**config.mk**
```make
export PLATFORM = sky130hd
export DESIGN_NAME = lzlms_out_stage_flat
export DESIGN_NICKNAME = d
export VERILOG_FILES = /design/src/design/lzlms_pkg.sv /design/src/design/lzlms_rsp_if.sv /design/src/design/lzlms_out_stage.sv /design/src/flat_wrapper.sv
export SDC_FILE = /design/constraint.sdc
export NUM_CORES = 1
export LEC_CHECK = 0
export BUFFER_PORTS_ARGS = -buffer_cell sky130_fd_sc_hd__buf_2
export CORE_ASPECT_RATIO = 1.25
export CORE_UTILIZATION = 41
export CTS_BUF_LIST = sky130_fd_sc_hd__clkbuf_4 sky130_fd_sc_hd__clkbuf_8
export DETAILED_ROUTE_END_ITERATION = 16
export PLACE_DENSITY = 0.8
export SLEW_MARGIN = 15
export SYNTH_ARGS = -nofsm -noshare
export SYNTH_HDL_FRONTEND = slang
export SYNTH_SLANG_ARGS = --single-unit
```
**constraint.sdc**
```tcl
create_clock -name clk -period 0.8 [get_ports clk]
set_input_delay 0.12 -clock clk [delete_from_list [all_inputs] [get_ports clk]]
set_output_delay 0.12 -clock clk [all_outputs]
set_load 0.02 [all_outputs]
```
**src/design/lzlms_pkg.sv**
```systemverilog
// ============================================================================
// lzlms_pkg
// Shared types and constants of the longest match search unit.
// ============================================================================
`default_nettype none

package lzlms_pkg;

  localparam int unsigned BUFFER_DEPTH_DEF  = 8192;
  localparam int unsigned MIN_MATCH_DEF     = 3;
  localparam int unsigned LOOKAHEAD_MAX_DEF = 273;

  localparam int unsigned POS_W  = 13;
  localparam int unsigned LEN_W  = 9;
  localparam int unsigned LIM_W  = 9;
  localparam int unsigned BYTE_W = 8;

  typedef enum logic {
    FUNC_WRITE  = 1'b0,
    FUNC_SEARCH = 1'b1
  } func_t;

  typedef enum logic [2:0] {
    ST_IDLE,
    ST_REDUCE,
    ST_SCAN,
    ST_DONE
  } state_t;

  typedef struct packed {
    logic [LEN_W-1:0] match_length;
    logic [POS_W-1:0] match_position;
  } result_t;

endpackage

`default_nettype wire

```
**src/design/lzlms_rsp_if.sv**
```systemverilog
// ============================================================================
// lzlms_rsp_if
// Result channel: one match length and position per search.
// ============================================================================
`default_nettype none

interface lzlms_rsp_if;
  import lzlms_pkg::*;

  logic             valid;
  logic             ready;
  logic [LEN_W-1:0] match_length;
  logic [POS_W-1:0] match_position;

  modport source (
    output valid, match_length, match_position,
    input  ready
  );

  modport sink (
    input  valid, match_length, match_position,
    output ready
  );

endinterface

`default_nettype wire

```
**src/design/lzlms_out_stage.sv**
```systemverilog
// ============================================================================
// lzlms_out_stage
// Output register that holds one search result until it is taken.
// ============================================================================
`default_nettype none

module lzlms_out_stage (
  input  wire logic                clk,
  input  wire logic                rst,
  input  wire logic                load,
  input  wire lzlms_pkg::result_t  result,
  output logic                     free,
  lzlms_rsp_if.source              rsp
);

  import lzlms_pkg::*;

  logic    valid;
  logic    valid_next;
  result_t hold;

  assign free = !valid || rsp.ready;

  always_comb begin
    valid_next = valid;
    if (load) begin
      valid_next = 1'b1;
    end else if (rsp.ready) begin
      valid_next = 1'b0;
    end
  end

  always_ff @(posedge clk) begin
    if (rst) begin
      valid <= 1'b0;
    end else begin
      valid <= valid_next;
    end
  end

  always_ff @(posedge clk) begin
    if (load) begin
      hold <= result;
    end
  end

  assign rsp.valid          = valid;
  assign rsp.match_length   = hold.match_length;
  assign rsp.match_position = hold.match_position;

endmodule

`default_nettype wire

```
**src/flat_wrapper.sv**
```systemverilog
// flat-port wrapper written by rule: the top's interface ports become plain ports
module lzlms_out_stage_flat import lzlms_pkg::*;
  (clk, rst, load, result, free, rsp_valid, rsp_match_length, rsp_match_position, rsp_ready);
  lzlms_rsp_if rsp_i ();
  input  wire logic clk;
  input  wire logic rst;
  input  wire logic load;
  input  wire lzlms_pkg::result_t result;
  output logic free;
  output wire logic [$bits(rsp_i.valid)-1:0] rsp_valid;
  output wire logic [$bits(rsp_i.match_length)-1:0] rsp_match_length;
  output wire logic [$bits(rsp_i.match_position)-1:0] rsp_match_position;
  input wire logic [$bits(rsp_i.ready)-1:0] rsp_ready;
  assign rsp_valid = rsp_i.valid;
  assign rsp_match_length = rsp_i.match_length;
  assign rsp_match_position = rsp_i.match_position;
  assign rsp_i.ready = rsp_ready;
  lzlms_out_stage u_core (.clk(clk), .rst(rst), .load(load), .result(result), .free(free), .rsp(rsp_i));
endmodule
```
==> flow_summary.toml <==
[run_status]
run_status = "complete, but fails checks"
violations = "setup timing"

[setup_path]
end_kind = "output port"
max_stage_delay_ns = 0.43
path_class = "reg2out"
critPathLaunchType = "register"
cp_data_required_time_ns = 0.68
cp_top_family = "flip-flops"
critPathArrivalTime_ns = 0.87
cp_max_fo = 1
path_buf_inv = 1
crit_slowest_cell = "edfxtp_1"
crit_chain = "buf_6"

[grt]
overflow = 0
grt_max_degree = 24
grt_util_all_layers_pct = 16.90
antenna_found_initial = 0
grt_pass1_wl_um = 2111
grt_pass1_vias = 490

[power]
totalPowerFinal_mw = 2.499
power_leakage_nw = 0.5977
ir_worst_vdd_mv = 1.259
power.density_mw_per_mm2 = 1809

[flow_run]
timing.max_cap.violations = 0

[place]
gp_congestion = 0.6281
port_buffers = 49
dp.cells = 94

[routing]
drtAntennaViolNets = 0
routed-via-count = 545
dr.pass1.iters = 1
drt-total-wl_um = 1876
drc = 0
routedWlPerCell_um = 15.50
viasPerCell = 4.504
drt_iter0_drc = 0

[clock_tree]
h-tree-depth = 1
cts-root-buf = "clkbuf_4"
clk_latency_ns = 0.29
path_clk_slew_ns = 0.11
clockBufferDepth = 2
cts_made_buffers = 3
cts_tree = "done"
clkSinkCount = 23

[die]
row_count = 16
start_util_pct = 44.70
core_mm2 = 0.001582
die_y_um = 48.43
die_area_mm2 = 0.001895
ios = 50
fp.dieW_um = 39.14

[sta]
slew_viol_final = 0
skew_ns = 0
hold_viol = 0
rsz0062_at_grt = "yes"
worst_pin_slew_ns = 0.1218
tns_ns = -3.890
timing.final.crit_period_ns = 0.9890
final.setup.worst_slack_ns = -0.1890
final-setup-viol-count = 24
fin_crit_sh_pct = 123.6
slew-limit-headroom_pct = 91.88
max_freq_mhz = 1011

[final_layout]
fin_util_pct = 87.34
final_cell_mix = "29 x buf_2, 22 x dlygate4sd3_1, 22 x edfxtp_1, 20 x buf_6, 4 x clkbuf_4"
instances_no_fill = 121
area_growth_pct = 95.40
diodes = 0
final_common_cell = "buf_2"
layout.nets = 130
layout-drive-gt1-share_pct = 56.31

[synth]
syn_area_per_cell_um2 = 27.19
synth_area_leaders = "edfxtp_1 93%, dfxtp_1 2.8%, nand2b_4 1.9%"
synth_nets = 52
ys_seq_elements = 23
synth.top_cell.area_share_pct = 93.45
yosys_warnings = 0
syn_area_um2 = 706.9
ys_types = 5
synth_seq_area_share_pct = 96.28
synth_cells = 26
synth_area_leader_cell = "edfxtp_1"

[worst_hold_path]
min_path_type = "in2reg"
## worst paths after layout
| check | from | depth (start not counted) | to | slack, ns |
|---|---|---|---|---|
| max | u_core.rsp.match_length[4] | 1 | rsp_match_length[4] | -0.19 |
| min | result[21] | 1 | u_core.rsp.match_length[8] | 0.03 |
| max reg2reg | u_core.rsp.valid | 3 | u_core.rsp.valid | 0.06 |
| min reg2reg | u_core.rsp.valid | 3 | u_core.rsp.valid | 0.61 |
## area by class of cell
type                    instances  area, µm²
flip-flops and latches         23      684.4
inverters                       1      3.754
fillers                        65      200.2
multi-input cells               2      22.52
repair buffers                 73      618.1
well taps                      18      22.52
clock buffers                   4      30.03
## sequential cells by signal (all words and copies together) (netlist names)
name and flops:
u_core.rsp.match_length 9, u_core.rsp.match_position 13, u_core.rsp.valid 1
## synth_stat cells
cell type,count
a21oi_2,1
dfxtp_1,1
edfxtp_1,22
inv_1,1
nand2b_4,1
## stage by stage
| step | hold WS, ns | cell area [µm²] | worst slack (ns) |
|---|---|---|---|
| after detailed placement | 0.2851 | 994.7 | 0.1014 |
| after global routing | 0.01099 | 1381 | -0.2308 |
| after global placement | 0.2797 | 994.7 | 0.1131 |
| after CTS | 0.001014 | 1226 | -0.2050 |
| final | 0.02710 | 1381 | -0.1890 |
| after floorplan | 0.1824 | 706.9 | 0.02649 |
## cells by family after synthesis
logic type | Yosys count | synth area share (%)
and+or+nand+nor | 1 | 1.946
DFF | 23 | 96.28
AOI/OAI and AO/OA | 1 | 1.239
buffers and inverters | 1 | 0.5305
## per-layer routing
| layer | track usage, % | up-vias | wire length (µm) |
|---|---|---|---|
| li1 | - | 256 | - |
| met1 | 22.56 | 237 | 685 |
| met3 | 4.587 | 2 | 229 |
| met5 | 0 | - | 0 |
| met2 | 25.83 | 50 | 951 |
| met4 | 6.897 | 0 | 9 |
## where the power goes
| part | switching, mW | internal (mW) |
|---|---|---|
| registers | 0.0462 | 1.42 |
| logic | 0.220 | 0.280 |
| clock network | 0.303 | 0.228 |
## what timing repair did
item,in CTS,in global routing
hold endpoints to repair,15,7
hold buffers,15,7
resized for setup,17,25
setup buffers,0,1
pin swaps,0,0
endpoints found under the setup margin,24,24
Note: power is estimated with default switching activity, not from simulation.
