$ cat src/design/lzlms_pkg.sv
// ============================================================================
// lzlms_pkg
// Shared types and constants of the longest match search unit.
// ============================================================================
`default_nettype none

package lzlms_pkg;

  localparam int unsigned BUFFER_DEPTH_DEF  = 8192;
  localparam int unsigned MIN_MATCH_DEF     = 3;
  localparam int unsigned LOOKAHEAD_MAX_DEF = 273;

  localparam int unsigned POS_W  = 13;
  localparam int unsigned LEN_W  = 9;
  localparam int unsigned LIM_W  = 9;
  localparam int unsigned BYTE_W = 8;

  typedef enum logic {
    FUNC_WRITE  = 1'b0,
    FUNC_SEARCH = 1'b1
  } func_t;

  typedef enum logic [2:0] {
    ST_IDLE,
    ST_REDUCE,
    ST_SCAN,
    ST_DONE
  } state_t;

  typedef struct packed {
    logic [LEN_W-1:0] match_length;
    logic [POS_W-1:0] match_position;
  } result_t;

endpackage

`default_nettype wire

$ cat src/design/lzlms_req_if.sv
// ============================================================================
// lzlms_req_if
// Request channel: one byte write or one search per request.
// ============================================================================
`default_nettype none

interface lzlms_req_if;
  import lzlms_pkg::*;

  logic                valid;
  logic                ready;
  func_t               func;
  logic [POS_W-1:0]    write_address;
  logic [BYTE_W-1:0]   write_byte;
  logic [POS_W-1:0]    window_start;
  logic [POS_W-1:0]    current_offset;
  logic [LIM_W-1:0]    lookahead_limit;

  modport source (
    output valid, func, write_address, write_byte, window_start, current_offset,
           lookahead_limit,
    input  ready
  );

  modport sink (
    input  valid, func, write_address, write_byte, window_start, current_offset,
           lookahead_limit,
    output ready
  );

endinterface

`default_nettype wire

$ cat src/design/lzlms_engine.sv
// ============================================================================
// lzlms_engine
// Sequencer for byte writes and candidate scans over the window buffer.
// ============================================================================
`default_nettype none

module lzlms_engine #(
  parameter int unsigned BUFFER_DEPTH  = lzlms_pkg::BUFFER_DEPTH_DEF,
  parameter int unsigned MIN_MATCH     = lzlms_pkg::MIN_MATCH_DEF,
  parameter int unsigned LOOKAHEAD_MAX = lzlms_pkg::LOOKAHEAD_MAX_DEF
) (
  input  wire logic                                  clk,
  input  wire logic                                  rst,
  lzlms_req_if.sink                                  req,
  output logic                                       ram_we,
  output logic      [$clog2(BUFFER_DEPTH)-1:0]       ram_waddr,
  output logic      [lzlms_pkg::BYTE_W-1:0]          ram_wdata,
  output logic                                       ram_re,
  output logic      [$clog2(BUFFER_DEPTH)-1:0]       ram_raddr_a,
  output logic      [$clog2(BUFFER_DEPTH)-1:0]       ram_raddr_b,
  input  wire logic [lzlms_pkg::BYTE_W-1:0]          ram_rdata_a,
  input  wire logic [lzlms_pkg::BYTE_W-1:0]          ram_rdata_b,
  output logic                                       result_load,
  output lzlms_pkg::result_t                         result,
  input  wire logic                                  out_free
);

  import lzlms_pkg::*;

  localparam int unsigned AW = $clog2(BUFFER_DEPTH);
  localparam int unsigned RW = ((AW > POS_W) ? AW : POS_W) + 1;
  localparam int unsigned LW = $clog2(LOOKAHEAD_MAX + 1);
  localparam logic [RW-1:0] DEPTH_R = RW'(BUFFER_DEPTH);
  localparam logic [AW-1:0] LAST_A  = AW'(BUFFER_DEPTH - 1);

  function automatic logic [AW-1:0] wrap_inc(input logic [AW-1:0] a);
    return (a == LAST_A) ? '0 : a + 1'b1;
  endfunction

  state_t state, state_next;

  func_t             func_r;
  logic [RW-1:0]     wa;
  logic [BYTE_W-1:0] wb;
  logic [RW-1:0]     pw;
  logic [RW-1:0]     cw;
  logic [POS_W-1:0]  p;
  logic [POS_W-1:0]  cur;
  logic [LW-1:0]     cap;
  logic [AW-1:0]     ca;
  logic [AW-1:0]     ua;
  logic [LW-1:0]     k;
  logic              rd_vld;
  logic [LW-1:0]     best;
  logic [POS_W-1:0]  best_pos;

  logic [LW-1:0]     cap_in;
  logic              reduced;
  logic              byte_eq;
  logic              mismatch;
  logic [LW-1:0]     kn;
  logic              cand_done;
  logic              better;
  logic [POS_W-1:0]  p_inc;
  logic              scan_stop;
  logic              short_match;

  assign cap_in = (32'(req.lookahead_limit) > 32'(LOOKAHEAD_MAX)) ?
                  LW'(LOOKAHEAD_MAX) : LW'(req.lookahead_limit);

  assign reduced   = (wa < DEPTH_R) && (pw < DEPTH_R) && (cw < DEPTH_R);
  assign byte_eq   = (ram_rdata_a == ram_rdata_b);
  assign mismatch  = rd_vld && !byte_eq;
  assign kn        = (rd_vld && byte_eq) ? k + 1'b1 : k;
  assign cand_done = mismatch || (kn == cap);
  assign better    = (kn > best);
  assign p_inc     = p + 1'b1;
  assign scan_stop = (better && (kn == cap)) || (p_inc >= cur);
  assign short_match = (32'(best) < 32'(MIN_MATCH));

  always_comb begin
    state_next = state;
    unique case (state)
      ST_IDLE: begin
        if (req.valid) begin
          state_next = ST_REDUCE;
        end
      end
      ST_REDUCE: begin
        if (reduced) begin
          if (func_r == FUNC_WRITE) begin
            state_next = ST_IDLE;
          end else if (p < cur) begin
            state_next = ST_SCAN;
          end else begin
            state_next = ST_DONE;
          end
        end
      end
      ST_SCAN: begin
        if (cand_done && scan_stop) begin
          state_next = ST_DONE;
        end
      end
      ST_DONE: begin
        if (out_free) begin
          state_next = ST_IDLE;
        end
      end
      default: state_next = ST_IDLE;
    endcase
  end

  always_comb begin
    req.ready   = 1'b0;
    ram_we      = 1'b0;
    ram_re      = 1'b0;
    result_load = 1'b0;
    unique case (state)
      ST_IDLE:   req.ready   = 1'b1;
      ST_REDUCE: ram_we      = reduced && (func_r == FUNC_WRITE);
      ST_SCAN:   ram_re      = !cand_done;
      ST_DONE:   result_load = out_free;
      default: ;
    endcase
  end

  assign ram_waddr   = wa[AW-1:0];
  assign ram_wdata   = wb;
  assign ram_raddr_a = ca;
  assign ram_raddr_b = ua;

  assign result.match_length   = short_match ? '0 : LEN_W'(best);
  assign result.match_position = short_match ? '0 : best_pos;

  always_ff @(posedge clk) begin
    if (rst) begin
      state  <= ST_IDLE;
      rd_vld <= 1'b0;
    end else begin
      state <= state_next;
      unique case (state)
        ST_IDLE: begin
          rd_vld <= 1'b0;
        end
        ST_REDUCE: begin
          rd_vld <= 1'b0;
        end
        ST_SCAN: begin
          rd_vld <= !cand_done;
        end
        ST_DONE: begin
          rd_vld <= 1'b0;
        end
        default: rd_vld <= 1'b0;
      endcase
    end
  end

  always_ff @(posedge clk) begin
    unique case (state)
      ST_IDLE: begin
        if (req.valid) begin
          func_r <= req.func;
          wa     <= RW'(req.write_address);
          wb     <= req.write_byte;
          pw     <= RW'(req.window_start);
          cw     <= RW'(req.current_offset);
          p      <= req.window_start;
          cur    <= req.current_offset;
          cap    <= cap_in;
        end
      end
      ST_REDUCE: begin
        if (wa >= DEPTH_R) begin
          wa <= wa - DEPTH_R;
        end
        if (pw >= DEPTH_R) begin
          pw <= pw - DEPTH_R;
        end
        if (cw >= DEPTH_R) begin
          cw <= cw - DEPTH_R;
        end
        ca       <= pw[AW-1:0];
        ua       <= cw[AW-1:0];
        k        <= '0;
        best     <= '0;
        best_pos <= '0;
      end
      ST_SCAN: begin
        if (cand_done) begin
          if (better) begin
            best     <= kn;
            best_pos <= p;
          end
          p  <= p_inc;
          pw <= RW'(wrap_inc(pw[AW-1:0]));
          ca <= wrap_inc(pw[AW-1:0]);
          ua <= cw[AW-1:0];
          k  <= '0;
        end else begin
          ca <= wrap_inc(ca);
          ua <= wrap_inc(ua);
          k  <= kn;
        end
      end
      ST_DONE: ;
      default: ;
    endcase
  end

endmodule

`default_nettype wire

$ cat src/flat_wrapper.sv
// flat-port wrapper written by rule: the top's interface ports become plain ports
module lzlms_engine_flat import lzlms_pkg::*;
#(
  parameter int unsigned BUFFER_DEPTH  = lzlms_pkg::BUFFER_DEPTH_DEF,
  parameter int unsigned MIN_MATCH     = lzlms_pkg::MIN_MATCH_DEF,
  parameter int unsigned LOOKAHEAD_MAX = lzlms_pkg::LOOKAHEAD_MAX_DEF
)
  (clk, rst, ram_we, ram_waddr, ram_wdata, ram_re, ram_raddr_a, ram_raddr_b, ram_rdata_a, ram_rdata_b, result_load, result, out_free, req_valid, req_func, req_write_address, req_write_byte, req_window_start, req_current_offset, req_lookahead_limit, req_ready);
  lzlms_req_if req_i ();
  input  wire logic clk;
  input  wire logic rst;
  output logic ram_we;
  output logic      [$clog2(BUFFER_DEPTH)-1:0] ram_waddr;
  output logic      [lzlms_pkg::BYTE_W-1:0] ram_wdata;
  output logic ram_re;
  output logic      [$clog2(BUFFER_DEPTH)-1:0] ram_raddr_a;
  output logic      [$clog2(BUFFER_DEPTH)-1:0] ram_raddr_b;
  input  wire logic [lzlms_pkg::BYTE_W-1:0] ram_rdata_a;
  input  wire logic [lzlms_pkg::BYTE_W-1:0] ram_rdata_b;
  output logic result_load;
  output lzlms_pkg::result_t result;
  input  wire logic out_free;
  input wire logic [$bits(req_i.valid)-1:0] req_valid;
  input wire logic [$bits(req_i.func)-1:0] req_func;
  input wire logic [$bits(req_i.write_address)-1:0] req_write_address;
  input wire logic [$bits(req_i.write_byte)-1:0] req_write_byte;
  input wire logic [$bits(req_i.window_start)-1:0] req_window_start;
  input wire logic [$bits(req_i.current_offset)-1:0] req_current_offset;
  input wire logic [$bits(req_i.lookahead_limit)-1:0] req_lookahead_limit;
  output wire logic [$bits(req_i.ready)-1:0] req_ready;
  assign req_i.valid = req_valid;
  assign req_i.func = req_func;
  assign req_i.write_address = req_write_address;
  assign req_i.write_byte = req_write_byte;
  assign req_i.window_start = req_window_start;
  assign req_i.current_offset = req_current_offset;
  assign req_i.lookahead_limit = req_lookahead_limit;
  assign req_ready = req_i.ready;
  lzlms_engine #(.BUFFER_DEPTH(BUFFER_DEPTH), .MIN_MATCH(MIN_MATCH), .LOOKAHEAD_MAX(LOOKAHEAD_MAX)) u_core (.clk(clk), .rst(rst), .req(req_i), .ram_we(ram_we), .ram_waddr(ram_waddr), .ram_wdata(ram_wdata), .ram_re(ram_re), .ram_raddr_a(ram_raddr_a), .ram_raddr_b(ram_raddr_b), .ram_rdata_a(ram_rdata_a), .ram_rdata_b(ram_rdata_b), .result_load(result_load), .result(result), .out_free(out_free));
endmodule
$ cat config.mk
export PLATFORM = sky130hd
export DESIGN_NAME = lzlms_engine_flat
export DESIGN_NICKNAME = d
export VERILOG_FILES = /design/src/design/lzlms_pkg.sv /design/src/design/lzlms_req_if.sv /design/src/design/lzlms_engine.sv /design/src/flat_wrapper.sv
export SDC_FILE = /design/constraint.sdc
export NUM_CORES = 1
export LEC_CHECK = 0
export BUFFER_PORTS_ARGS = -buffer_cell sky130_fd_sc_hd__buf_2
export CORE_MARGIN = 1.5
export CORE_UTILIZATION = 40
export DETAILED_ROUTE_END_ITERATION = 6
export SETUP_SLACK_MARGIN = 0.2
export SYNTH_ARGS = -nofsm -noshare
export SYNTH_HDL_FRONTEND = slang
export SYNTH_SLANG_ARGS = --single-unit
$ cat constraint.sdc
create_clock -name clk -period 7.14 [get_ports clk]
set_input_delay 0.714 -clock clk [delete_from_list [all_inputs] [get_ports clk]]
set_output_delay 0.714 -clock clk [all_outputs]
set_load 0.005 [all_outputs]
==> impl_metrics.json, run 1 <==
{
  "outcome": "finished, final reports clean",
  "boundaryPins": 150,
  "critical_path.slowest_cell": "o31a_1",
  "fin_ws_ns": 2.15,
  "grt_start_max_net_pins": 77,
  "finalWirelength_um": 18800,
  "synth_cells": 756,
  "pre_cts_ws_ns": 2.23,
  "synthesis.nets": 880,
  "grt_pass1_vias": 5767,
  "timing.hold.worst.class": "input pin to flip-flop",
  "clock-root-buffer": "clkbuf_16",
  "post_cts_buffers": 0,
  "antenna_violations_before_repair": 0,
  "post_drt_via_cell_ratio": 5.05,
  "stdcell_count": 1169,
  "period_needed_ns": 4.99,
  "synth_commonest_cells": "edfxtp_1, inv_1, nand2_1",
  "drtPass1Iterations": 5,
  "worstSetupEndpointType": "primary output",
  "finalMaxSlewViolations": 0,
  "critical_path.startpoint_type": "flip-flop",
  "cp.arrival_ns": 4.28,
  "crit_path_cell_trace": "ha_1 -> nand2_1 -> or2_2 -> nor4_1 -> xnor3_1 -> nand4b_1 -> o31a_1 -> nand2_2 -> inv_2 -> buf_2",
  "timing.rr.start": "u_core.k[0]$_SDFFCE_PN0N_",
  "final_net_count": 1010,
  "post_synth_num_cell_types": 65,
  "avgRoutedWirePerCell_um": 16.1,
  "number_of_cell_rows": 52,
  "total_clock_sinks": 146,
  "power_density_nw_per_um2": 357,
  "worstSetupStartpoint": "u_core.k[0]$_SDFFCE_PN0N_",
  "globalRoute.busiestLayer": "met2",
  "setup-tns-final_ns": 0,
  "core_um2": 20400,
  "buffer_ports.inserted": 149,
  "die_width_um": 148,
  "max-vdd-ir-drop_v": 0.000158,
  "dieHeight_um": 148,
  "ys_async_sr_fraction_pct": 0,
  "setup-violations-final": 0,
  "fin_worst_hold_slack_ns": 0.461,
  "cp_max_fo": 37,
  "gr-usage-met1_pct": 23.0,
  "number_of_synthesized_flops_with_an_enable_pin": 143,
  "finalHoldViolCount": 0,
  "effective_utilization_at_floorplan_pct": 41.3,
  "timing.hold.worst.start": "req_write_byte[2]",
  "n_antenna_cell": 0,
  "gpl.final_weighted_congestion": 0.885,
  "grt_util_met2_pct": 28.4,
  "critPathTopFamily": "simple AND/OR/NAND/NOR gates",
  "leakagePower_uw": 0.00403,
  "ys.warnings.count": 0,
  "syn_area_per_cell_um2": 11.1,
  "global_route.usage.met3_pct": 3.28,
  "critical_path.max_stage_delay_ns": 0.79,
  "max_slew.worst_pin.slew_ns": 1.09,
  "total_power_uw": 3540,
  "drc": 0,
  "tritoncts": "done",
  "max-cap-violations": 0,
  "detailroute.via_count": 5903,
  "worstPathBufferInverterCount": 2,
  "initialDrtViolationCount": 296,
  "dpl.hpwl_um": 14000,
  "cts_buffers": 17,
  "synth-seq-area-share_pct": 51.7,
  "cts_hold_buffers": 0,
  "die-area_um2": 22000,
  "max_freq_ghz": 0.200,
  "dp_cells": 1137,
  "synthesized_flop_and_latch_total": 146,
  "cts_max_level": 4,
  "cts_resized": 0,
  "insertion_delay_ns": 0.43,
  "worst_clock_skew_ns": 0.00759,
  "unrepaired_setup_endpoints_after_global_routing": "false",
  "netlist_area_um2": 8430,
  "rrSetupSlack_ns": 2.67,
  "cp_data_required_time_ns": 6.43,
  "synth_top_cell_area_share_pct": 50.9,
  "cts_buffer_depth": 2,
  "synth_area_leader_cell": "edfxtp_1",
  "grt_first_pass_wirelength_um": 29800,
  "final_layout_size_suffix_gt1_share_pct": 23.8,
  "synth_top_cells_by_area": "edfxtp_1, ha_1, xnor2_1, nor2b_1, and2_1",
  "max_slew_margin_pct": 27.2,
  "grt_util_all_layers_pct": 17.4,
  "fin_crit_sh_pct": 69.9,
  "drtAntennaViolNets": 0,
  "grt_overflow": 0,
  "cts.reportedPaths.clkPinSlew_ns": 0.06,
  "area.growth.synth_to_final_pct": 17.4,
  "most_numerous_cell_in_the_yosys_netlist": "edfxtp_1",
  "synth_top_flop_cell": "edfxtp_1",
  "worst_setup_path_category": "flip-flop to primary output"
}
sequential cells by signal, indices dropped and copies added, names as in the netlist:
signal              cells
u_core.pw              14
u_core.ram_raddr_b     13
u_core.func_r           1
u_core.ram_raddr_a     13
u_core.cur             13
u_core.wa              14
u_core.ram_wdata        8
u_core.k                9
u_core.cw              14
u_core.cap              9
u_core.p               13
u_core.rd_vld           1
u_core.best_pos        13
u_core.state            2
u_core.best             9
power breakdown:
part	switching, uW	internal, uW	leakage [uW]
sequential	232	1350	0.00140
clock	369	482	0.000252
combinational	605	503	0.00239
total	1210	2330	0.00403
stage by stage:
step / cell area [um^2] / utilization, %
2_1_floorplan: 8430 / -
3_3_place_gp: 9340 / 45.7
3_5_place_dp: 9340 / 45.7
4_1_cts: 9900 / 48.4
5_1_grt: 9900 / 48.4
6_report: 9900 / 48.4
routing by layer:
layer / routed length, um / up-vias / share of wire (%)
li1: - / 2953 / -
met1: 8490 / 2785 / 45
met2: 8970 / 134 / 48
met3: 895 / 31 / 4.8
met4: 404 / 0 / 2.2
met5: 0 / - / 0
kinds of logic (layout without fill, tap and decap cells):
family          Yosys count  after routing  share of synthesized area, %
xor+xnor                 63             63                          7.75
buf+inv                  98            241                          5.14
fa+ha+maj                47             47                          6.98
simple gates            272            272                          17.8
flops                   146            146                          51.7
compound gates          120            120                          9.41
mux                      10             10                          1.31
cell usage in the layout, fill, tap and decap left out, drive strengths merged, types with 7 or more instances in the layout:
master	netlist	final
buf	23	154
edfxtp	143	143
inv	55	59
nand2	54	54
xnor2	49	49
ha	47	47
nor2b	45	45
o21ai	42	42
and2	37	37
nor2	32	32
nand3	29	29
and3	27	27
clkbuf	20	18
nand2b	15	15
a21oi	14	14
nand4	11	11
xor2	10	10
o31ai	8	8
mux2	8	8
o21a	8	8
o22ai	8	8
clkinvlp	0	7
area by class of cell:
cell class                      instances  area (um^2)
Multi-Input combinational cell        512         3650
Tap cell                              270          338
Inverter                               55          206
Clock inverter                         14          131
Clock buffer                           18          429
Fill cell                            1970        10500
Timing Repair Buffer                  154          783
Sequential cell                       146         4350
final timing paths:
check,end,cells after the start
worst min register to register,u_core.ram_raddr_b[5]$_DFFE_PN_,2
worst max-delay path,ram_re,10
worst min-delay path,u_core.ram_wdata[2]$_DFFE_PP_,1
worst max register to register,u_core.pw[2]$_DFFE_PP_,11
Power figures use the tool's default switching activity.
==> run 2, diff against run 1 <==
==> constraint.sdc (replaced) <==
create_clock -name clk -period 4.4 [get_ports clk]
set_input_delay 0.44 -clock clk [delete_from_list [all_inputs] [get_ports clk]]
set_output_delay 0.44 -clock clk [all_outputs]
set_load 0.005 [all_outputs]
==> run 2 against run 1 <==
Compared with the run above:
- global-route usage is 0.53 points higher
- via count is 1.5% higher
- critical path depth is 5 higher
- clock skew is 0.0046 ns higher
- cell count is 0.26% higher
- register-to-register slack worse by 1.9 ns
- wire length is 2.0% higher
- sequential share of layout area is 0.17 points lower
==> impl_metrics.json, run 2 (synthesis gave the netlist of run 1 again) <==
{
  "outcome": "finished, final reports clean",
  "grt_overflow": 0,
  "worst_setup_path_category": "flip-flop to flip-flop",
  "core_um2": 20400,
  "power.switching_uw": 1980,
  "grt_start_max_net_pins": 74,
  "rrSetupSlack_ns": 0.79,
  "combinational_cell_fraction_of_total_power_pct": 31.3,
  "setup-tns-final_ns": 0,
  "number_of_cell_rows": 52,
  "worstSetupEndpointType": "flip-flop",
  "worstSetupStartpoint": "u_core.k[0]$_SDFFCE_PN0N_",
  "worst_hold_path.num_cells": 1,
  "grt_pass1_vias": 5953,
  "antenna_violations_before_repair": 0,
  "finalHoldViolCount": 0,
  "nFillCells": 1974,
  "most_common_cell_after_layout_fill_and_taps_aside": "buf_2",
  "die-area_um2": 22000,
  "final_cell_mix": "buf_2, edfxtp_1, inv_1",
  "max_freq_ghz": 0.277,
  "final_layout_size_suffix_gt1_share_pct": 24.2,
  "cp_max_fo": 5,
  "buffer_ports.inserted": 149,
  "max_slew.worst_pin.slew_ns": 1.12,
  "dpl.hpwl_um": 14500,
  "seq_power_share_pct": 44.2,
  "n_antenna_cell": 0,
  "finalMaxSlewViolations": 0,
  "gpl.final_weighted_congestion": 0.874,
  "tritoncts": "done",
  "cp.arrival_ns": 3.90,
  "drtAntennaViolNets": 0,
  "cp_data_required_time_ns": 4.69,
  "worst_clock_skew_ns": 0.0122,
  "finalWirelength_um": 19100,
  "cts.reportedPaths.clkPinSlew_ns": 0.07,
  "post_cts_buffers": 0,
  "ff_to_ff_path_depth": 15,
  "final_net_count": 1013,
  "power.internal_uw": 3800,
  "cts_max_level": 4,
  "clock-root-buffer": "clkbuf_16",
  "drtPass1Iterations": 6,
  "fin_crit_sh_pct": 82.0,
  "max-cap-violations": 0,
  "critical_path.startpoint_type": "flip-flop",
  "setup-violations-final": 0,
  "die_width_um": 148,
  "period_needed_ns": 3.61,
  "cts_buffers": 17,
  "power_density_nw_per_um2": 582,
  "detailroute.via_count": 5994,
  "max_slew_margin_pct": 25.0,
  "grt_first_pass_wirelength_um": 30500,
  "grt_util_all_layers_pct": 18.0,
  "area.growth.synth_to_final_pct": 17.9,
  "insertion_delay_ns": 0.43,
  "endpoint": "u_core.state[1]$_SDFFE_PP0P_",
  "clkPwrFrac_pct": 24.5,
  "fin_worst_hold_slack_ns": 0.187,
  "sw_frac_of_total_pct": 34.3,
  "timing.rr.end": "u_core.state[1]$_SDFFE_PP0P_",
  "drc": 0,
  "timing.hold.worst.class": "input pin to flip-flop",
  "effective_utilization_at_floorplan_pct": 41.3,
  "post_drt_via_cell_ratio": 5.11,
  "cts_resized": 0,
  "max-vdd-ir-drop_v": 0.000266,
  "dieHeight_um": 148,
  "initialDrtViolationCount": 286,
  "cts_buffer_depth": 2,
  "total_clock_sinks": 146,
  "biggestRegsByFlops": "u_core.cw x14, u_core.pw x14, u_core.wa x14",
  "unrepaired_setup_endpoints_after_global_routing": "false",
  "timing.rr.start": "u_core.k[0]$_SDFFCE_PN0N_",
  "boundaryPins": 150,
  "cts_hold_buffers": 0,
  "avgRoutedWirePerCell_um": 16.3,
  "leakagePower_uw": 0.00408
}
## run 2: critical path: stages (launching register included)
cell	delay (ns)
edfxtp_1	0.44
ha_1	0.26
nand2_1	0.06
or2_2	0.29
nor4_1	0.38
xnor2_1	0.22
inv_1	0.08
ha_1	0.29
and3_1	0.21
a221o_1	0.29
o21ai_0	0.14
a21oi_1	0.13
nor3_1	0.36
a211oi_4	0.09
a31oi_1	0.18
a311oi_1	0.06
## run 2: cell type report
cell class,instances,area [um^2],share of cell area [%]
flip-flops and latches,146,4350,43.8
clock inverters,15,151,1.52
inverters,55,206,2.08
well taps,270,338,3.40
repair buffers,157,806,8.11
clock buffers,17,425,4.28
multi-input cells,512,3650,36.8
## run 2: worst min path at each step
stage                                 startpoint                         endpoint  slack, ns
final                          req_write_byte[7]    u_core.ram_wdata[7]$_DFFE_PP_       0.19
after floorplan           u_core.cw[0]$_DFFE_PP_  u_core.ram_raddr_b[0]$_DFFE_PN_       0.49
after global routing           req_write_byte[7]    u_core.ram_wdata[7]$_DFFE_PP_       0.16
after detailed placement  u_core.cw[0]$_DFFE_PP_  u_core.ram_raddr_b[0]$_DFFE_PN_       0.51
after CTS                      req_write_byte[7]    u_core.ram_wdata[7]$_DFFE_PP_       0.17
after global placement    u_core.cw[0]$_DFFE_PP_  u_core.ram_raddr_b[0]$_DFFE_PN_       0.51
## run 2: power groups by stage
stage / logic, uW / registers [uW] / clock network, uW
3_5_place_dp: 1830 / 2590 / 0
3_3_place_gp: 1820 / 2580 / 0
5_1_grt: 2050 / 2630 / 1510
4_1_cts: 1850 / 2560 / 1440
2_1_floorplan: 1300 / 2480 / 0
6_report: 1810 / 2560 / 1420
## run 2: per-stage QoR
stage | util (%) | worst slack [ns] | area, um^2 | cells | power, uW
2_1_floorplan | - | 0.418 | 8430 | 756 | 3780
6_report | 48.6 | 0.793 | 9930 | 1172 | 5780
3_5_place_dp | 45.8 | 0.684 | 9360 | 1140 | 4420
4_1_cts | 48.6 | 0.805 | 9930 | 1172 | 5850
3_3_place_gp | 45.8 | 0.773 | 9360 | 1140 | 4400
5_1_grt | 48.6 | 0.503 | 9930 | 1172 | 6190
## run 2: metal layers
metal / GRT usage (%) / vias up / routed length (um) / share of wire [%]
met4: 6.34 / 0 / 335 / 1.7
li1: - / 2957 / - / -
met3: 2.88 / 18 / 846 / 4.4
met5: 0 / - / 0 / 0
met2: 30.0 / 141 / 9290 / 48
met1: 23.7 / 2878 / 8680 / 45
==> run 3, diff against run 2 <==
==> constraint.sdc (replaced) <==
create_clock -name clk -period 3.15 [get_ports clk]
set_input_delay 0.315 -clock clk [delete_from_list [all_inputs] [get_ports clk]]
set_output_delay 0.315 -clock clk [all_outputs]
set_load 0.005 [all_outputs]
==> run 3 against run 2 <==
Compared with the run above:
- die area did not move
- largest cell class unchanged
- worst hold slack worse by 0.12 ns
- critical endpoint is now ram_re
- setup slack got worse by 0.74 ns
==> impl_metrics.json, run 3 (synthesis gave the netlist of run 1 again) <==
{
  "buffer_ports.inserted": 149,
  "dp_cells": 1185,
  "grt_start_max_net_pins": 37,
  "grt_overflow": 0,
  "effective_utilization_at_floorplan_pct": 41.3,
  "number_of_cell_rows": 52,
  "most_common_cell_after_layout_fill_and_taps_aside": "buf_2",
  "worst_clock_skew_ns": 0.00941,
  "setup-violations-final": 0,
  "area.growth.synth_to_final_pct": 26.9,
  "core_um2": 20400,
  "avgRoutedWirePerCell_um": 16.6,
  "cts_buffers": 17,
  "power_density_nw_per_um2": 803,
  "gpl.final_weighted_congestion": 0.899,
  "n_antenna_cell": 0,
  "multiInputGateArea_um2": 3930,
  "worstSetupEndpointType": "primary output",
  "cts_max_level": 4,
  "grt_util_all_layers_pct": 18.6,
  "boundaryPins": 150,
  "cp.arrival_ns": 2.78,
  "grt_pass1_vias": 6113,
  "globalRoute.busiestLayer": "met2",
  "outcome": "finished, final reports clean",
  "finalMaxSlewViolations": 0,
  "post_drt_via_cell_ratio": 5.06,
  "cp_max_fo": 3,
  "critical_path.startpoint_type": "flip-flop",
  "placed_cell_area_um2": 9850,
  "clock-root-buffer": "clkbuf_16",
  "insertion_delay_ns": 0.42,
  "finalWirelength_um": 20300,
  "total_clock_sinks": 146,
  "leakagePower_uw": 0.00440,
  "antenna_violations_before_repair": 0,
  "die-area_um2": 22000,
  "max-cap-violations": 0,
  "nFillCells": 1828,
  "drc": 0,
  "final_cell_mix": "buf_2, edfxtp_1, inv_1",
  "period_needed_ns": 3.10,
  "dieHeight_um": 148,
  "max_slew_margin_pct": 54.9,
  "cts.reportedPaths.clkPinSlew_ns": 0.06,
  "dpl.hpwl_um": 15200,
  "detailroute.via_count": 6193,
  "max_freq_ghz": 0.323,
  "die_width_um": 148,
  "final_core_utilization_pct": 52.4,
  "max-vdd-ir-drop_v": 0.000423,
  "final_net_count": 1064,
  "initialDrtViolationCount": 336,
  "drtAntennaViolNets": 0,
  "stdcell_count": 1223,
  "global_route.usage.met3_pct": 3.53,
  "drtPass1Iterations": 5,
  "gr-usage-met1_pct": 24.2,
  "cts_buffer_depth": 2,
  "timing.hold.worst.class": "input pin to flip-flop",
  "max_slew.worst_pin.slew_ns": 0.667,
  "stdcell_area_um2": 10700,
  "register_area_um2": 4350,
  "fin_crit_sh_pct": 98.3,
  "unrepaired_setup_endpoints_after_global_routing": "true",
  "tritoncts": "done",
  "finalHoldViolCount": 0,
  "final_layout_size_suffix_gt1_share_pct": 31.5,
  "grt_first_pass_wirelength_um": 31700,
  "worst_setup_path_category": "flip-flop to primary output",
  "biggestRegsByFlops": "u_core.cw x14, u_core.pw x14, u_core.wa x14",
  "cp_data_required_time_ns": 2.83,
  "grt_util_met2_pct": 31.8
}
[run 3: area by class of cell]
type / instances / area share, %
Timing Repair Buffer: 207 / 11.9
Clock buffer: 20 / 4.08
Multi-Input combinational cell: 513 / 36.7
Inverter: 55 / 1.98
Clock inverter: 12 / 1.49
Sequential cell: 146 / 40.7
Tap cell: 270 / 3.16
[run 3: routing by layer]
layer | wire length, um | vias to the layer above | part of all wire [%]
met3 | 938 | 15 | 4.6
met5 | 0 | - | 0
met1 | 9130 | 2960 | 45
met4 | 216 | 0 | 1.1
met2 | 10000 | 154 | 49
li1 | - | 3064 | -
[run 3: worst paths after layout]
check        depth (start not counted)  slack [ns]                         endpoint                      start
max                                 12        0.05                           ram_re  u_core.k[0]$_SDFFCE_PN0N_
min                                  1        0.07    u_core.ram_wdata[1]$_DFFE_PP_          req_write_byte[1]
min reg2reg                          2        0.53  u_core.ram_raddr_b[8]$_DFFE_PN_     u_core.cw[8]$_DFFE_PP_
max reg2reg                         14        0.08     u_core.best[3]$_SDFFCE_PN0P_   u_core.rd_vld$_SDFF_PP0_
[run 3: where the power goes]
| part | switching (uW) | internal (uW) | total, uW |
|---|---|---|---|
| Clock | 800 | 1250 | 2050 |
| Sequential | 475 | 3040 | 3520 |
| Combinational | 1600 | 1430 | 3030 |
[run 3: critical path, cell delays in order (launching register included)]
cell       delay [ns]
edfxtp_1         0.37
ha_2             0.20
buf_6            0.10
nand4_1          0.08
nor2_2           0.16
a41oi_2          0.16
a2111oi_4        0.33
nand4_1          0.18
o31a_1           0.40
nand2_8          0.12
inv_6            0.04
buf_6            0.12
buf_6            0.11
[run 3: stage by stage]
step	TNS, ns	power [uW]	setup WS [ns]	hold WS, ns
floorplan	-0.376	5330	-0.0171	0.387
global placement	-6.26	6400	-0.218	0.492
detailed placement	-6.91	6430	-0.311	0.493
CTS	0	8540	0.0652	0.0475
global route	-3.83	9140	-0.151	0.0468
finish	0	8590	0.0526	0.0655
[run 3: timing repair]
item	CTS	global route
pin swaps	8	15
setup endpoints to repair	35	78
hold buffers	0	0
setup buffers	2	1
resized for setup	13	43
cloned	0	3
